==> src/rtl/core/hase_pkg.sv <==
package hase_pkg;

  // Speed divider width
  localparam int unsigned DIV_W = 40;

  // Direction codes as carried on the rotation output
  localparam logic [1:0] DIR_NONE = 2'b00;
  localparam logic [1:0] DIR_FWD  = 2'b01;
  localparam logic [1:0] DIR_REV  = 2'b11;

  localparam logic [2:0] NO_SECTOR = 3'd7;

  // Input operation codes
  typedef enum logic [1:0] {
    OP_INIT = 2'd0,
    OP_EDGE = 2'd1,
    OP_TICK = 2'd2,
    OP_NOP  = 2'd3
  } op_e;

  // Configuration register indexes
  localparam logic [1:0] REG_OFFSET = 2'd0;
  localparam logic [1:0] REG_STEP   = 2'd1;
  localparam logic [1:0] REG_NUM    = 2'd2;
  localparam logic [1:0] REG_STALL  = 2'd3;

  typedef struct packed {
    logic  capture;
    logic  apply;
    logic  avg_lo;
    logic  avg_hi;
    logic  div_start;
    logic  ld_spd;
    logic  mul;
    logic  ip_mul;
    logic  ld_ip;
    logic  load_out;
  } cmd_t;

  typedef struct packed {
    logic avg_needed;
    logic div_done;
    logic out_free;
  } status_t;

  // Hall code to sector number, forward order 5,1,3,2,6,4
  function automatic logic [2:0] sector_of_hall(input logic [2:0] hall);
    logic [2:0] s;
    unique case (hall)
      3'd1:    s = 3'd1;
      3'd2:    s = 3'd3;
      3'd3:    s = 3'd2;
      3'd4:    s = 3'd5;
      3'd5:    s = 3'd0;
      3'd6:    s = 3'd4;
      default: s = NO_SECTOR;
    endcase
    return s;
  endfunction

  function automatic logic [15:0] sector_start(input logic [2:0] s);
    logic [15:0] a;
    unique case (s)
      3'd0:    a = 16'd0;
      3'd1:    a = 16'd10923;
      3'd2:    a = 16'd21845;
      3'd3:    a = 16'd32768;
      3'd4:    a = 16'd43691;
      3'd5:    a = 16'd54613;
      default: a = 16'd0;
    endcase
    return a;
  endfunction

  function automatic logic [15:0] sector_mid(input logic [2:0] s);
    logic [15:0] a;
    unique case (s)
      3'd0:    a = 16'd5461;
      3'd1:    a = 16'd16384;
      3'd2:    a = 16'd27307;
      3'd3:    a = 16'd38229;
      3'd4:    a = 16'd49152;
      3'd5:    a = 16'd60075;
      default: a = 16'd0;
    endcase
    return a;
  endfunction

  // Next sector forward and backward (mod 6)
  function automatic logic [2:0] sector_next(input logic [2:0] s);
    return (s == 3'd5) ? 3'd0 : s + 3'd1;
  endfunction

  function automatic logic [2:0] sector_prev(input logic [2:0] s);
    return (s == 3'd0) ? 3'd5 : s - 3'd1;
  endfunction

  // Quarter-wave sine in Q14 via Q30 series; used for table constants only
  function automatic logic [15:0] sine_q14(input logic [14:0] p);
    logic [63:0] x;
    logic [63:0] x2;
    logic [63:0] t;
    logic [63:0] s;
    x  = (64'(p) * 64'd1686629713) >> 14;
    x2 = (x * x) >> 30;
    t  = 64'd1 << 30;
    t  = (64'd1 << 30) - ((x2 * t) >> 30) / 64'd110;
    t  = (64'd1 << 30) - ((x2 * t) >> 30) / 64'd72;
    t  = (64'd1 << 30) - ((x2 * t) >> 30) / 64'd42;
    t  = (64'd1 << 30) - ((x2 * t) >> 30) / 64'd20;
    t  = (64'd1 << 30) - ((x2 * t) >> 30) / 64'd6;
    s  = (((x * t) >> 30) + 64'd32768) >> 16;
    if (s > 64'd16384) begin
      s = 64'd16384;
    end
    return s[15:0];
  endfunction

  // Signed Q14 sine of a full-turn phase
  function automatic logic [15:0] table_sine(input logic [15:0] phase);
    logic [1:0]  q;
    logic [14:0] r;
    logic [15:0] m;
    q = phase[15:14];
    r = {1'b0, phase[13:0]};
    m = q[0] ? sine_q14(15'd16384 - r) : sine_q14(r);
    return q[1] ? (16'd0 - m) : m;
  endfunction

endpackage

==> src/rtl/core/hase_div.sv <==
// Restoring divider, one quotient bit per cycle
module hase_div (
  input  logic                         clk_i,
  input  logic                         rst_ni,
  input  logic                         start_i,
  input  logic [hase_pkg::DIV_W-1:0]   dividend_i,
  input  logic [hase_pkg::DIV_W-1:0]   divisor_i,
  output logic                         done_o,
  output logic [hase_pkg::DIV_W-1:0]   quotient_o
);

  localparam int unsigned W  = hase_pkg::DIV_W;
  localparam int unsigned CW = $clog2(W + 1);

  logic [W-1:0]  rem_q, rem_d;
  logic [W-1:0]  quo_q, quo_d;
  logic [W-1:0]  dvs_q;
  logic [CW-1:0] cnt_q, cnt_d;
  logic          busy_q, busy_d;
  logic          done_q, done_d;
  logic [W:0]    trial;
  logic [W:0]    diff;
  logic          qbit;

  // One shift-subtract step
  always_comb begin
    trial = {rem_q, quo_q[W-1]};
    diff  = trial - {1'b0, dvs_q};
    qbit  = (trial >= {1'b0, dvs_q});
  end

  always_comb begin
    rem_d  = rem_q;
    quo_d  = quo_q;
    cnt_d  = cnt_q;
    busy_d = busy_q;
    done_d = 1'b0;
    if (start_i) begin
      rem_d  = '0;
      quo_d  = dividend_i;
      cnt_d  = CW'(W);
      busy_d = 1'b1;
    end else if (busy_q) begin
      rem_d = qbit ? diff[W-1:0] : trial[W-1:0];
      quo_d = {quo_q[W-2:0], qbit};
      cnt_d = cnt_q - CW'(1);
      if (cnt_q == CW'(1)) begin
        busy_d = 1'b0;
        done_d = 1'b1;
      end
    end
  end

  always_ff @(posedge clk_i or negedge rst_ni) begin
    if (!rst_ni) begin
      cnt_q  <= '0;
      busy_q <= 1'b0;
      done_q <= 1'b0;
    end else begin
      cnt_q  <= cnt_d;
      busy_q <= busy_d;
      done_q <= done_d;
    end
  end

  always_ff @(posedge clk_i) begin
    rem_q <= rem_d;
    quo_q <= quo_d;
    if (start_i) begin
      dvs_q <= divisor_i;
    end
  end

  assign done_o     = done_q;
  assign quotient_o = quo_q;

endmodule

==> src/rtl/core/hase_dp.sv <==
// Angle/speed state, arithmetic, sine table and result register
module hase_dp #(
  parameter int unsigned AVG_COUNT       = 8,
  parameter int unsigned TICK_PRESCALE   = 500,
  parameter int unsigned SINE_TABLE_BITS = 8
) (
  input  logic                  clk_i,
  input  logic                  rst_ni,
  input  hase_pkg::cmd_t        cmd_i,
  output hase_pkg::status_t     status_o,
  input  logic [1:0]            op_i,
  input  logic [2:0]            hall_state_i,
  input  logic [31:0]           capture_period_i,
  input  logic [15:0]           offset_angle_i,
  input  logic [11:0]           step_angle_i,
  input  logic [39:0]           speed_numerator_i,
  input  logic [15:0]           stall_limit_i,
  input  logic                  out_ready_i,
  output logic                  out_valid_o,
  output logic [15:0]           angle_o,
  output logic signed [15:0]    sine_o,
  output logic signed [15:0]    cosine_o,
  output logic signed [15:0]    speed_o,
  output logic signed [1:0]     rotation_o,
  output logic                  bad_transition_o
);

  localparam int unsigned W    = hase_pkg::DIV_W;
  localparam int unsigned TB   = SINE_TABLE_BITS;
  localparam int unsigned TN   = 1 << TB;

  // Reciprocals for the fixed divisors, exact over the operand ranges:
  // period sum (below 2^36) by AVG_COUNT, scaled product (below 2^31) by TICK_PRESCALE
  localparam int unsigned AVG_S = 36 + $clog2(AVG_COUNT);
  localparam logic [36:0] AVG_M =
    37'(((64'd1 << AVG_S) + 64'(AVG_COUNT) - 64'd1) / 64'(AVG_COUNT));
  localparam int unsigned TP_S  = 31 + $clog2(TICK_PRESCALE);
  localparam logic [31:0] TP_M  =
    32'(((64'd1 << TP_S) + 64'(TICK_PRESCALE) - 64'd1) / 64'(TICK_PRESCALE));

  // Captured request
  hase_pkg::op_e op_q;
  logic [2:0]    hall_q;
  logic [31:0]   cap_q;

  // Estimator state
  logic [2:0]  last_hall_q;
  logic [15:0] angle_q, angle_d;
  logic [1:0]  dir_q, dir_d;
  logic [3:0]  edge_cnt_q, edge_cnt_d;
  logic [35:0] psum_q, psum_d;
  logic [15:0] speed_q, speed_d;
  logic [15:0] ip_q;
  logic [15:0] icnt_q, icnt_d;
  logic        irun_q, irun_d;
  logic [15:0] stall_q, stall_d;
  logic        bad_q, bad_d;

  // Average working registers
  logic [35:0] avg_q;
  logic [54:0] avg_acc_q;
  logic [46:0] prod_q;
  logic [62:0] ipx_q;

  // Divider
  logic [W-1:0] div_dvd, div_dvs, quo;
  logic         div_done;

  // Result register
  logic        ovalid_q;
  logic [15:0] oangle_q, osin_q, ocos_q, ospeed_q;
  logic [1:0]  orot_q;
  logic        obad_q;

  logic [2:0]  sn, sp;
  logic [15:0] stall_inc;
  logic        run_tick;
  logic [72:0] avg_full;
  logic [72:0] avg_sh;
  logic [14:0] step6;
  logic [62:0] ip_full;
  logic [16:0] cap_mag;
  logic        avg_zero;

  // Request decode and state update
  always_comb begin
    sn = hase_pkg::sector_of_hall(hall_q);
    sp = hase_pkg::sector_of_hall(last_hall_q);
    stall_inc = (stall_q != 16'hFFFF) ? stall_q + 16'd1 : stall_q;
    run_tick  = irun_q && (stall_inc < stall_limit_i);

    angle_d    = angle_q;
    dir_d      = dir_q;
    edge_cnt_d = edge_cnt_q;
    psum_d     = psum_q;
    speed_d    = speed_q;
    icnt_d     = icnt_q;
    irun_d     = irun_q;
    stall_d    = stall_q;
    bad_d      = 1'b0;

    unique case (op_q)
      hase_pkg::OP_INIT: begin
        if (sn != hase_pkg::NO_SECTOR) begin
          angle_d = offset_angle_i + hase_pkg::sector_mid(sn);
        end
      end
      hase_pkg::OP_EDGE: begin
        stall_d = '0;
        if (sn != hase_pkg::NO_SECTOR && sp != hase_pkg::NO_SECTOR &&
            sp == hase_pkg::sector_prev(sn)) begin
          dir_d   = hase_pkg::DIR_FWD;
          angle_d = offset_angle_i + hase_pkg::sector_start(sn);
        end else if (sn != hase_pkg::NO_SECTOR && sp != hase_pkg::NO_SECTOR &&
                     sp == hase_pkg::sector_next(sn)) begin
          dir_d   = hase_pkg::DIR_REV;
          angle_d = offset_angle_i + hase_pkg::sector_start(hase_pkg::sector_next(sn));
        end else begin
          bad_d = 1'b1;
        end
        psum_d = psum_q + 36'(cap_q);
        if (5'(edge_cnt_q) + 5'd1 < 5'(AVG_COUNT)) begin
          edge_cnt_d = edge_cnt_q + 4'd1;
        end
      end
      hase_pkg::OP_TICK: begin
        stall_d = stall_inc;
        if (stall_inc >= stall_limit_i) begin
          speed_d = '0;
          irun_d  = 1'b0;
        end
        if (run_tick) begin
          if (icnt_q >= ip_q) begin
            icnt_d = '0;
            if (dir_q == hase_pkg::DIR_FWD) begin
              angle_d = angle_q + 16'(step_angle_i);
            end else if (dir_q == hase_pkg::DIR_REV) begin
              angle_d = angle_q - 16'(step_angle_i);
            end
          end else begin
            icnt_d = icnt_q + 16'd1;
          end
        end
      end
      default: ;
    endcase
  end

  // Fixed-divisor arithmetic: average from two partial products, period scaling
  always_comb begin
    avg_full = {55'(psum_q[35:18]) * 55'(AVG_M), 18'd0} + 73'(avg_acc_q);
    avg_sh   = avg_full >> AVG_S;
    step6    = 15'({step_angle_i, 2'b00}) + 15'({step_angle_i, 1'b0});
    ip_full  = ipx_q >> TP_S;
  end

  // Divider operands: speed only
  assign div_dvd = speed_numerator_i;
  assign div_dvs = W'(avg_q);

  hase_div u_div (
    .clk_i      (clk_i),
    .rst_ni     (rst_ni),
    .start_i    (cmd_i.div_start),
    .dividend_i (div_dvd),
    .divisor_i  (div_dvs),
    .done_o     (div_done),
    .quotient_o (quo)
  );

  // Speed saturation
  always_comb begin
    cap_mag  = (dir_q == hase_pkg::DIR_FWD) ? 17'd32767 : 17'd32768;
    avg_zero = (avg_q == '0);
  end

  always_ff @(posedge clk_i or negedge rst_ni) begin
    if (!rst_ni) begin
      last_hall_q <= '0;
      angle_q     <= '0;
      dir_q       <= hase_pkg::DIR_NONE;
      edge_cnt_q  <= '0;
      psum_q      <= '0;
      speed_q     <= '0;
      ip_q        <= '0;
      icnt_q      <= '0;
      irun_q      <= 1'b0;
      stall_q     <= '0;
      bad_q       <= 1'b0;
      ovalid_q    <= 1'b0;
    end else begin
      if (cmd_i.apply) begin
        if (op_q == hase_pkg::OP_EDGE) begin
          last_hall_q <= hall_q;
        end
        angle_q    <= angle_d;
        dir_q      <= dir_d;
        edge_cnt_q <= edge_cnt_d;
        psum_q     <= psum_d;
        speed_q    <= speed_d;
        icnt_q     <= icnt_d;
        irun_q     <= irun_d;
        stall_q    <= stall_d;
        bad_q      <= bad_d;
      end
      if (cmd_i.ld_spd) begin
        if (dir_q == hase_pkg::DIR_NONE) begin
          speed_q <= '0;
        end else begin
          logic [16:0] mag;
          mag = (avg_zero || quo > W'(cap_mag)) ? cap_mag : quo[16:0];
          speed_q <= (dir_q == hase_pkg::DIR_FWD) ? mag[15:0] : 16'(17'd0 - mag);
        end
      end
      if (cmd_i.ld_ip) begin
        ip_q       <= (ip_full > 63'hFFFF) ? 16'hFFFF : ip_full[15:0];
        icnt_q     <= '0;
        irun_q     <= 1'b1;
        psum_q     <= '0;
        edge_cnt_q <= '0;
      end
      if (cmd_i.load_out) begin
        ovalid_q <= 1'b1;
      end else if (out_ready_i) begin
        ovalid_q <= 1'b0;
      end
    end
  end

  // Payload registers
  always_ff @(posedge clk_i) begin
    if (cmd_i.capture) begin
      op_q   <= hase_pkg::op_e'(op_i);
      hall_q <= hall_state_i;
      cap_q  <= capture_period_i;
    end
    if (cmd_i.avg_lo) begin
      avg_acc_q <= 55'(psum_q[17:0]) * 55'(AVG_M);
    end
    if (cmd_i.avg_hi) begin
      avg_q <= avg_sh[35:0];
    end
    // average fits 32 bits, so the product stays below 2^47
    if (cmd_i.mul) begin
      prod_q <= 47'(avg_q[31:0]) * 47'(step6);
    end
    if (cmd_i.ip_mul) begin
      ipx_q <= 63'(prod_q[46:16]) * 63'(TP_M);
    end
  end

  // Sine table, one entry per top-bits phase
  logic [15:0]   sin_tab [TN];
  logic [TB-1:0] sidx, cidx;

  for (genvar k = 0; k < TN; k++) begin : g_tab
    assign sin_tab[k] = hase_pkg::table_sine(16'(k << (16 - TB)));
  end

  assign sidx = angle_q[15 -: TB];
  assign cidx = sidx + TB'(TN / 4);

  always_ff @(posedge clk_i) begin
    if (cmd_i.load_out) begin
      oangle_q <= angle_q;
      osin_q   <= sin_tab[sidx];
      ocos_q   <= sin_tab[cidx];
      ospeed_q <= speed_q;
      orot_q   <= dir_q;
      obad_q   <= bad_q;
    end
  end

  assign status_o.avg_needed = (op_q == hase_pkg::OP_EDGE) &&
                               (5'(edge_cnt_q) + 5'd1 >= 5'(AVG_COUNT));
  assign status_o.div_done   = div_done;
  assign status_o.out_free   = !ovalid_q || out_ready_i;

  assign out_valid_o      = ovalid_q;
  assign angle_o          = oangle_q;
  assign sine_o           = osin_q;
  assign cosine_o         = ocos_q;
  assign speed_o          = ospeed_q;
  assign rotation_o       = orot_q;
  assign bad_transition_o = obad_q;

endmodule

==> src/rtl/core/hase_ctrl.sv <==
// Sequencer: request, update, averaging arithmetic, result
module hase_ctrl (
  input  logic               clk_i,
  input  logic               rst_ni,
  input  logic               in_valid_i,
  output logic               in_ready_o,
  input  hase_pkg::status_t  status_i,
  output hase_pkg::cmd_t     cmd_o
);

  typedef enum logic [9:0] {
    ST_IDLE      = 10'b0000000001,
    ST_APPLY     = 10'b0000000010,
    ST_AVG_LO    = 10'b0000000100,
    ST_AVG_HI    = 10'b0000001000,
    ST_SPD_START = 10'b0000010000,
    ST_SPD_WAIT  = 10'b0000100000,
    ST_MUL       = 10'b0001000000,
    ST_IP_MUL    = 10'b0010000000,
    ST_IP_LD     = 10'b0100000000,
    ST_DONE      = 10'b1000000000
  } state_e;

  state_e state_q, state_d;

  always_comb begin
    state_d = state_q;
    cmd_o   = '0;
    unique case (state_q)
      ST_IDLE: begin
        cmd_o.capture = in_valid_i;
        if (in_valid_i) begin
          state_d = ST_APPLY;
        end
      end
      ST_APPLY: begin
        cmd_o.apply = 1'b1;
        state_d = status_i.avg_needed ? ST_AVG_LO : ST_DONE;
      end
      // average by reciprocal, low then high half of the sum
      ST_AVG_LO: begin
        cmd_o.avg_lo = 1'b1;
        state_d = ST_AVG_HI;
      end
      ST_AVG_HI: begin
        cmd_o.avg_hi = 1'b1;
        state_d = ST_SPD_START;
      end
      ST_SPD_START: begin
        cmd_o.div_start = 1'b1;
        state_d = ST_SPD_WAIT;
      end
      ST_SPD_WAIT: begin
        cmd_o.ld_spd = status_i.div_done;
        if (status_i.div_done) begin
          state_d = ST_MUL;
        end
      end
      ST_MUL: begin
        cmd_o.mul = 1'b1;
        state_d = ST_IP_MUL;
      end
      ST_IP_MUL: begin
        cmd_o.ip_mul = 1'b1;
        state_d = ST_IP_LD;
      end
      ST_IP_LD: begin
        cmd_o.ld_ip = 1'b1;
        state_d = ST_DONE;
      end
      ST_DONE: begin
        cmd_o.load_out = status_i.out_free;
        if (status_i.out_free) begin
          state_d = ST_IDLE;
        end
      end
      default: state_d = ST_IDLE;
    endcase
  end

  always_ff @(posedge clk_i or negedge rst_ni) begin
    if (!rst_ni) begin
      state_q <= ST_IDLE;
    end else begin
      state_q <= state_d;
    end
  end

  assign in_ready_o = (state_q == ST_IDLE);

endmodule

==> src/rtl/core/hall_angle_speed_estimator_top.sv <==
// Hall angle and speed estimator.
// A request passes ST_APPLY and ST_DONE for init, tick, op 3 and a plain hall edge; a hall
// edge that closes an average also passes ST_AVG_LO, ST_AVG_HI, the 40-step speed divide,
// ST_MUL, ST_IP_MUL and ST_IP_LD. One request at a time: the next request is taken once
// the result is loaded, which waits while an earlier result waits for out_ready_i.
// Reset (rst_ni, async low) clears control and estimator state and loads the register defaults.
module hall_angle_speed_estimator_top #(
  parameter int unsigned AVG_COUNT       = 8,
  parameter int unsigned TICK_PRESCALE   = 500,
  parameter int unsigned SINE_TABLE_BITS = 8
) (
  input  logic               clk_i,
  input  logic               rst_ni,
  input  logic               psel,
  input  logic               penable,
  input  logic               pwrite,
  input  logic [4:0]         paddr,
  input  logic [63:0]        pwdata,
  output logic [63:0]        prdata,
  output logic               pready,
  input  logic               in_valid_i,
  output logic               in_ready_o,
  input  logic [1:0]         op_i,
  input  logic [2:0]         hall_state_i,
  input  logic [31:0]        capture_period_i,
  output logic               out_valid_o,
  input  logic               out_ready_i,
  output logic [15:0]        angle_o,
  output logic signed [15:0] sine_o,
  output logic signed [15:0] cosine_o,
  output logic signed [15:0] speed_o,
  output logic signed [1:0]  rotation_o,
  output logic               bad_transition_o
);

  logic [15:0] offset_q;
  logic [11:0] step_q;
  logic [39:0] num_q;
  logic [15:0] stall_lim_q;
  logic [1:0]  reg_idx;
  logic        wr_en;

  hase_pkg::cmd_t    cmd;
  hase_pkg::status_t status;

  // Configuration registers
  assign reg_idx = paddr[4:3];
  assign wr_en   = psel && penable && pwrite;
  assign pready  = 1'b1;

  always_ff @(posedge clk_i or negedge rst_ni) begin
    if (!rst_ni) begin
      offset_q    <= 16'd0;
      step_q      <= 12'd182;
      num_q       <= 40'd72000000;
      stall_lim_q <= 16'd7000;
    end else if (wr_en) begin
      unique case (reg_idx)
        hase_pkg::REG_OFFSET: offset_q    <= pwdata[15:0];
        hase_pkg::REG_STEP:   step_q      <= pwdata[11:0];
        hase_pkg::REG_NUM:    num_q       <= pwdata[39:0];
        default:              stall_lim_q <= pwdata[15:0];
      endcase
    end
  end

  // Register readback
  always_comb begin
    unique case (reg_idx)
      hase_pkg::REG_OFFSET: prdata = 64'(offset_q);
      hase_pkg::REG_STEP:   prdata = 64'(step_q);
      hase_pkg::REG_NUM:    prdata = 64'(num_q);
      default:              prdata = 64'(stall_lim_q);
    endcase
  end

  hase_ctrl u_ctrl (
    .clk_i      (clk_i),
    .rst_ni     (rst_ni),
    .in_valid_i (in_valid_i),
    .in_ready_o (in_ready_o),
    .status_i   (status),
    .cmd_o      (cmd)
  );

  hase_dp #(
    .AVG_COUNT       (AVG_COUNT),
    .TICK_PRESCALE   (TICK_PRESCALE),
    .SINE_TABLE_BITS (SINE_TABLE_BITS)
  ) u_dp (
    .clk_i             (clk_i),
    .rst_ni            (rst_ni),
    .cmd_i             (cmd),
    .status_o          (status),
    .op_i              (op_i),
    .hall_state_i      (hall_state_i),
    .capture_period_i  (capture_period_i),
    .offset_angle_i    (offset_q),
    .step_angle_i      (step_q),
    .speed_numerator_i (num_q),
    .stall_limit_i     (stall_lim_q),
    .out_ready_i       (out_ready_i),
    .out_valid_o       (out_valid_o),
    .angle_o           (angle_o),
    .sine_o            (sine_o),
    .cosine_o          (cosine_o),
    .speed_o           (speed_o),
    .rotation_o        (rotation_o),
    .bad_transition_o  (bad_transition_o)
  );

endmodule

==> config.mk <==
export PLATFORM = sky130hd
export DESIGN_NAME = hall_angle_speed_estimator_top
export DESIGN_NICKNAME = d
export VERILOG_FILES = /design/src/rtl/core/hase_pkg.sv /design/src/rtl/core/hase_div.sv /design/src/rtl/core/hase_dp.sv /design/src/rtl/core/hase_ctrl.sv /design/src/rtl/core/hall_angle_speed_estimator_top.sv
export SDC_FILE = /design/constraint.sdc
export NUM_CORES = 2
export LEC_CHECK = 0
export BUFFER_PORTS_ARGS = -buffer_cell sky130_fd_sc_hd__buf_2
export CELL_PAD_IN_SITES_DETAIL_PLACEMENT = 0
export CELL_PAD_IN_SITES_GLOBAL_PLACEMENT = 1
export CORE_ASPECT_RATIO = 1.25
export CORE_MARGIN = 2
export CORE_UTILIZATION = 50
export CTS_CLUSTER_SIZE = 40
export DETAILED_ROUTE_END_ITERATION = 8
export MAX_ROUTING_LAYER = met4
export PLACE_DENSITY_LB_ADDON = 0.12
export SLEW_MARGIN = 5
export SYNTH_ARGS = -nofsm -noshare
export SYNTH_HDL_FRONTEND = slang
export SYNTH_SLANG_ARGS = --single-unit
==> constraint.sdc <==
create_clock -name clk_i -period 26.2 [get_ports clk_i]
set_clock_uncertainty 0.15 [all_clocks]
set_input_delay 2.62 -clock clk_i [delete_from_list [all_inputs] [get_ports clk_i]]
set_output_delay 2.62 -clock clk_i [all_outputs]
set_load 0.02 [all_outputs]
Word-level counts from Yosys, hierarchy flattened --
Memory sizes are Yosys's and may differ from the RTL's. A register that Yosys moved wholly into a read port is not among the register bits. Cells that the tools add are included.
Storage, ports and cells: output and inout bits 134, memories kept 2, bits in registers 575, bits of input ports 113, logic and storage cells 246, ROM bits 8192
Cells by class: reduce and logical (&&, ||, !) cells 44, add/subtract/negate cells 18, bitwise operators 3, muxes and demuxes 83, equality and inequality tests 52, order comparisons 8, multipliers 2
Memory list:
- (no name shown) | depth 256, bits a word 16, rd ports 1, clocked after memory_dff 1, wr ports 0, RTL line hase_dp.sv:266 | osin_q <= sin_tab[sidx];
- (no name shown) | depth 256, bits a word 16, rd ports 1, clocked after memory_dff 1, wr ports 0, RTL line hase_dp.sv:267 | ocos_q <= sin_tab[cidx];
Operators with widths (number):
- $mux W16 | 29
- $pmux W16 S5 | 2
- $mux W40 | 3
- $pmux W40 S3 | 1
- $mux W36 | 3
- $pmux W10 S10 | 1
- $pmux W16 S6 | 1
- $add A72 B54 Y73 | 1
- $mul A31 B29 Y60 const B | 1
- $add A16 B16 Y16 | 3
- $pmux W16 S3 | 1
- $mul A32 B15 Y47 | 1
- $ge A41 B34 Y1 | 1
- $gt A40 B16 Y1 | 1
- $mux W10 | 4
- $sub A40 B34 Y40 | 1
- $add A36 B32 Y36 | 1
- $logic_not A36 Y1 | 1
- $pmux W3 S6 | 2
- $add A16 B1 Y16 const B | 2
- $ge A16 B16 Y1 | 2
- $pmux W16 S2 | 1
- $eq A3 B3 Y1 const B | 10
- $reduce_bool A2 Y1 | 13
- 52 further kinds | 124

Longest topological paths before layout --
word-level depth 13, depth in mapped cells 37, gate-level depth less buffers 36

Cells and area by module --
A second synthesis with hierarchy kept.
Second synthesis, totals: cell total of the unflattened synthesis 6307, area total of the unflattened synthesis 61265.0 µm²
Modules (own cells, without submodules):
- hase_dp | instances 1, area an instance 49318.6 µm², sequential area each 9389.0 µm², cells each 5263
- hase_div | instances 1, area an instance 7427.1 µm², sequential area each 3403.3 µm², cells each 713
- hall_angle_speed_estimator_top | instances 1, area an instance 3953.8 µm², sequential area each 2125.8 µm², cells each 265
- hase_ctrl | instances 1, area an instance 565.5 µm², sequential area each 251.5 µm², cells each 66

Worst setup path before layout --
OpenSTA, ideal clock, no wires.
kind flip-flop to flip-flop, from reg step_q[1], to reg u_dp.prod_q[46] (data pin), buffers on the path 1, path slack 17720 ps, stages on the path, launching flop included 35, clock period less this slack 8480 ps, data required time 25790 ps, arrival time 8070 ps, setup time 260 ps, cell sequence dfstp_2 > inv_1 > ha_1 > a21o_1 > a21oi_1 > o21ai_0 > a21oi_1 > o21ai_0 > a21oi_1 > o21ai_0 > nor4_1 > nor3_1 > xnor2_1 > clkbuf_1 > and2_1 > fa_1 > fa_1 > fa_1 > fa_1 > fa_1 > inv_1 > fa_1 > inv_1 > ha_1 > a211oi_1 > nand2_1 > a221o_1 > a21oi_1 > o21ai_0 > a21oi_2 > a211oi_1 > a211o_1 > a21o_1 > a21oi_1 > xnor2_1
On the way: cells in the longest elaborated chain, start to end 2
Ends and longest elaborated chain:
- start, declared | RTL line hall_angle_speed_estimator_top.sv:37 | logic [11:0] step_q;
- start signal, assigned | RTL line hall_angle_speed_estimator_top.sv:60 | hase_pkg::REG_STEP: step_q <= pwdata[11:0];
- $add A14 B13 Y15 | RTL line hase_dp.sv:153 | step6 = 15'({step_angle_i, 2'b00}) + 15'({step_angle_i, 1'b0});
- $mul A32 B15 Y47 | RTL line hase_dp.sv:245 | prod_q <= 47'(avg_q[31:0]) * 47'(step6);
- end signal, assigned | RTL line hase_dp.sv:245
- end, declared | RTL line hase_dp.sv:62 | logic [46:0] prod_q;
Every way passes these cells. A chain may end at the register's enable or synchronous reset.

Worst setup path after layout --
from reg step_q[0], to reg u_dp.prod_q[41] (data pin)
The elaborated chain is that of the path after synthesis.

==> flow_summary.toml <==
[grt]
grt.overflow.total = 0
antenna_found_initial = 7
grt_pass1_wl_mm = 269
grt.total_usage_pct = 28.8
grt_pass1_vias = 47900
grt_max_degree = 138

[sta]
finalMaxSlewViolations = 0
post-route-period-util_pct = 40.2
hold-worst-slack_ps = 259
tightestPinTransition_ps = 1160
fmax_mhz = 94.9
slew_headroom_pct = 22.7
finalHoldViolCount = 0
timing.final.ws_setup_ps = 15660
fin_tns_setup_ps = 0
setup_violations = 0
min_period_ps = 10540
rsz0062_at_grt = "no"

[clocking]
clockBufferDepth = 3
cts_root_buf = "clkbuf_16"
post_cts_resized = 0
ctsHoldBuffers = 0
clk_latency_ps = 670
cts_setup_buffers = 0
clock-sinks = 549
htree_levels = 3
clkTransAtPathRegs_ps = 70
cts_tree = "yes"
cts_buffers = 66

[layout]
fin_area_um2 = 65500
syn_to_final_growth_pct = 8.08
drive_above_1_share_pct = 8.99
nets = 7960

[setup_path]
required_ps = 26450
cpMostUsedCell = "fa_1"
worstSetupStartpointType = "register"
reg2reg_setup_slack_ps = 15660
critPathMaxFanout = 36
cpMaxStageDelayCell = "xor2_4"
r2r-end = "u_dp.prod_q[41]$_DFFE_PP_"
critPathMaxStageDelay_ps = 870
reg2reg_from = "step_q[0]$_DFFE_PN0P_"
rr_worst_depth = 36
path_class = "reg -> reg"
cp-end-kind = "register"
cp.arrival_ps = 10790

[die]
chipWidth_um = 315
core-area_um2 = 120000
dieArea_um2 = 124000
num_io_pins = 247
rows = 142
initial_utilization_pct = 50.5
die_y_um = 393

[synth]
synth_top_area_share_pct = 21.4
syn_area_um2 = 60600
synth-warning-count = 0
ys_top_cells_by_count = "inv_1 (1026), ha_1 (709), nand2_1 (680), fa_1 (649), a21oi_1 (328)"
postSynthCellCount = 6411
netlist_top_cells_area = "fa_1 (21%), ha_1 (15%), edfxtp_1 (14%)"
synth_most_common_cell = "inv_1"
syn_area_per_cell_um2 = 9.46
synth_cell_types = 110
synth_enable_flop_cells = 279
ys.flop_type = "edfxtp_1"
ys_ff_latch = 549
synth_area_leader_cell = "fa_1"
async_flop_share_pct = 41.9
ys_seq_area_share_pct = 24.7

[drt]
drt_first_iter_violations = 3078
drc = 0
vias = 45800
dr.pass1.iters = 7
ant_nets = 0
wl_per_cell_um = 20.9
viasPerCell = 5.63
routed_wirelength_mm = 170

[worst_hold_path]
min_delay_path_depth = 0
hp-start = "u_dp.avg_acc_q[45]$_DFFE_PP_"
hold_end = "u_dp.avg_q[6]$_DFFE_PP_"
hp-class = "reg -> reg"

[placed_design]
dpl-instance-area_um2 = 63200
io_buffers = 194
dp_slack_ps = 15620
routabilityCongestion = 0.966
post-dp-hpwl_mm = 130

[status]
status = "completed"

[run]
maxCapViolations = 0
==> logic make-up (layout without fill, tap and decap cells) <==
group,Yosys count,count (layout),synth area share (%)
compound gates,1143,1143,12.0
mux,135,135,2.72
flops,549,549,24.7
buf+inv,1323,1432,8.43
simple gates,1714,1714,13.4
xor+xnor,185,185,2.67
fa+ha+maj,1360,1360,36.1
other cells,2,31,0.0124
==> sequential cells by signal, summed over array words and instances, names as in the netlist, 23 cells and up <==
register               cells
u_dp.cap_q                32
num_q                     40
u_dp.u_div.rem_q          40
u_dp.prod_q               31
u_dp.u_div.dvs_q          33
u_dp.u_div.quotient_o     40
u_dp.ipx_q                23
u_dp.avg_q                33
u_dp.psum_q               36
==> metrics by stage <==
step | instances | utilization (%)
floorplan | 6434 | -
global placement | 8005 | 52.6
detailed placement | 8005 | 52.6
CTS | 8127 | 54.5
global route | 8131 | 54.5
finish | 8133 | 54.5
==> critical path, delay by kind of cell, from the launching register on <==
kind                       cells  cell delay (ps)
adders and majority gates      9             3880
AOI/OAI and AO/OA             17             3780
xor gates and xnor gates       2             1020
buffers and inverters          5              570
and+or+nand+nor                3              510
DFF                            1              320
==> cell usage in the layout, fill, tap and decap left out, drive strengths merged, types with 79 or more instances in the layout <==
cell    count
buf       279
dfrtp     210
a21o       79
nor3       80
fa        649
nand3     112
inv      1034
nor2      324
nand2b     83
clkbuf     85
o21ai     320
ha        709
xnor2     109
edfxtp    279
nand2     681
a21oi     334
and2      222
mux2       87
==> worst max-delay path by stage <==
stage                                     start                        end  slack, ps  depth (start not counted)
final                     step_q[0]$_DFFE_PN0P_  u_dp.prod_q[41]$_DFFE_PP_      15660                         36
after global routing      step_q[0]$_DFFE_PN0P_  u_dp.prod_q[41]$_DFFE_PP_      14980                         36
after CTS                 step_q[0]$_DFFE_PN0P_  u_dp.prod_q[41]$_DFFE_PP_      15560                         36
after detailed placement  step_q[0]$_DFFE_PN0P_  u_dp.prod_q[41]$_DFFE_PP_      15620                         36
after global placement    step_q[0]$_DFFE_PN0P_  u_dp.prod_q[41]$_DFFE_PP_      15710                         36
after floorplan           step_q[1]$_DFFE_PN1P_  u_dp.prod_q[46]$_DFFE_PP_      17720                         34
==> metal layers <==
metal,track usage [%],part of all wire (%),vias up
met5,-,0,-
met4,9.62,3.3,0
met3,3.40,4.7,301
met2,49.5,51,1064
met1,35.2,41,22900
li1,-,-,21500
==> area by class of cell <==
type | count | area, µm²
timing repair buffer | 279 | 1630
clock inverter | 37 | 405
fill | 11200 | 54600
sequential | 549 | 15000
inverter | 1031 | 3870
tap | 1584 | 1980
clock buffer | 85 | 1870
multi-input combinational | 4562 | 40800
antenna | 6 | 15.0
Power is left out: the tool's default activity adds up to more than one toggle a clock period on the data nets, which glitch-free logic cannot reach.
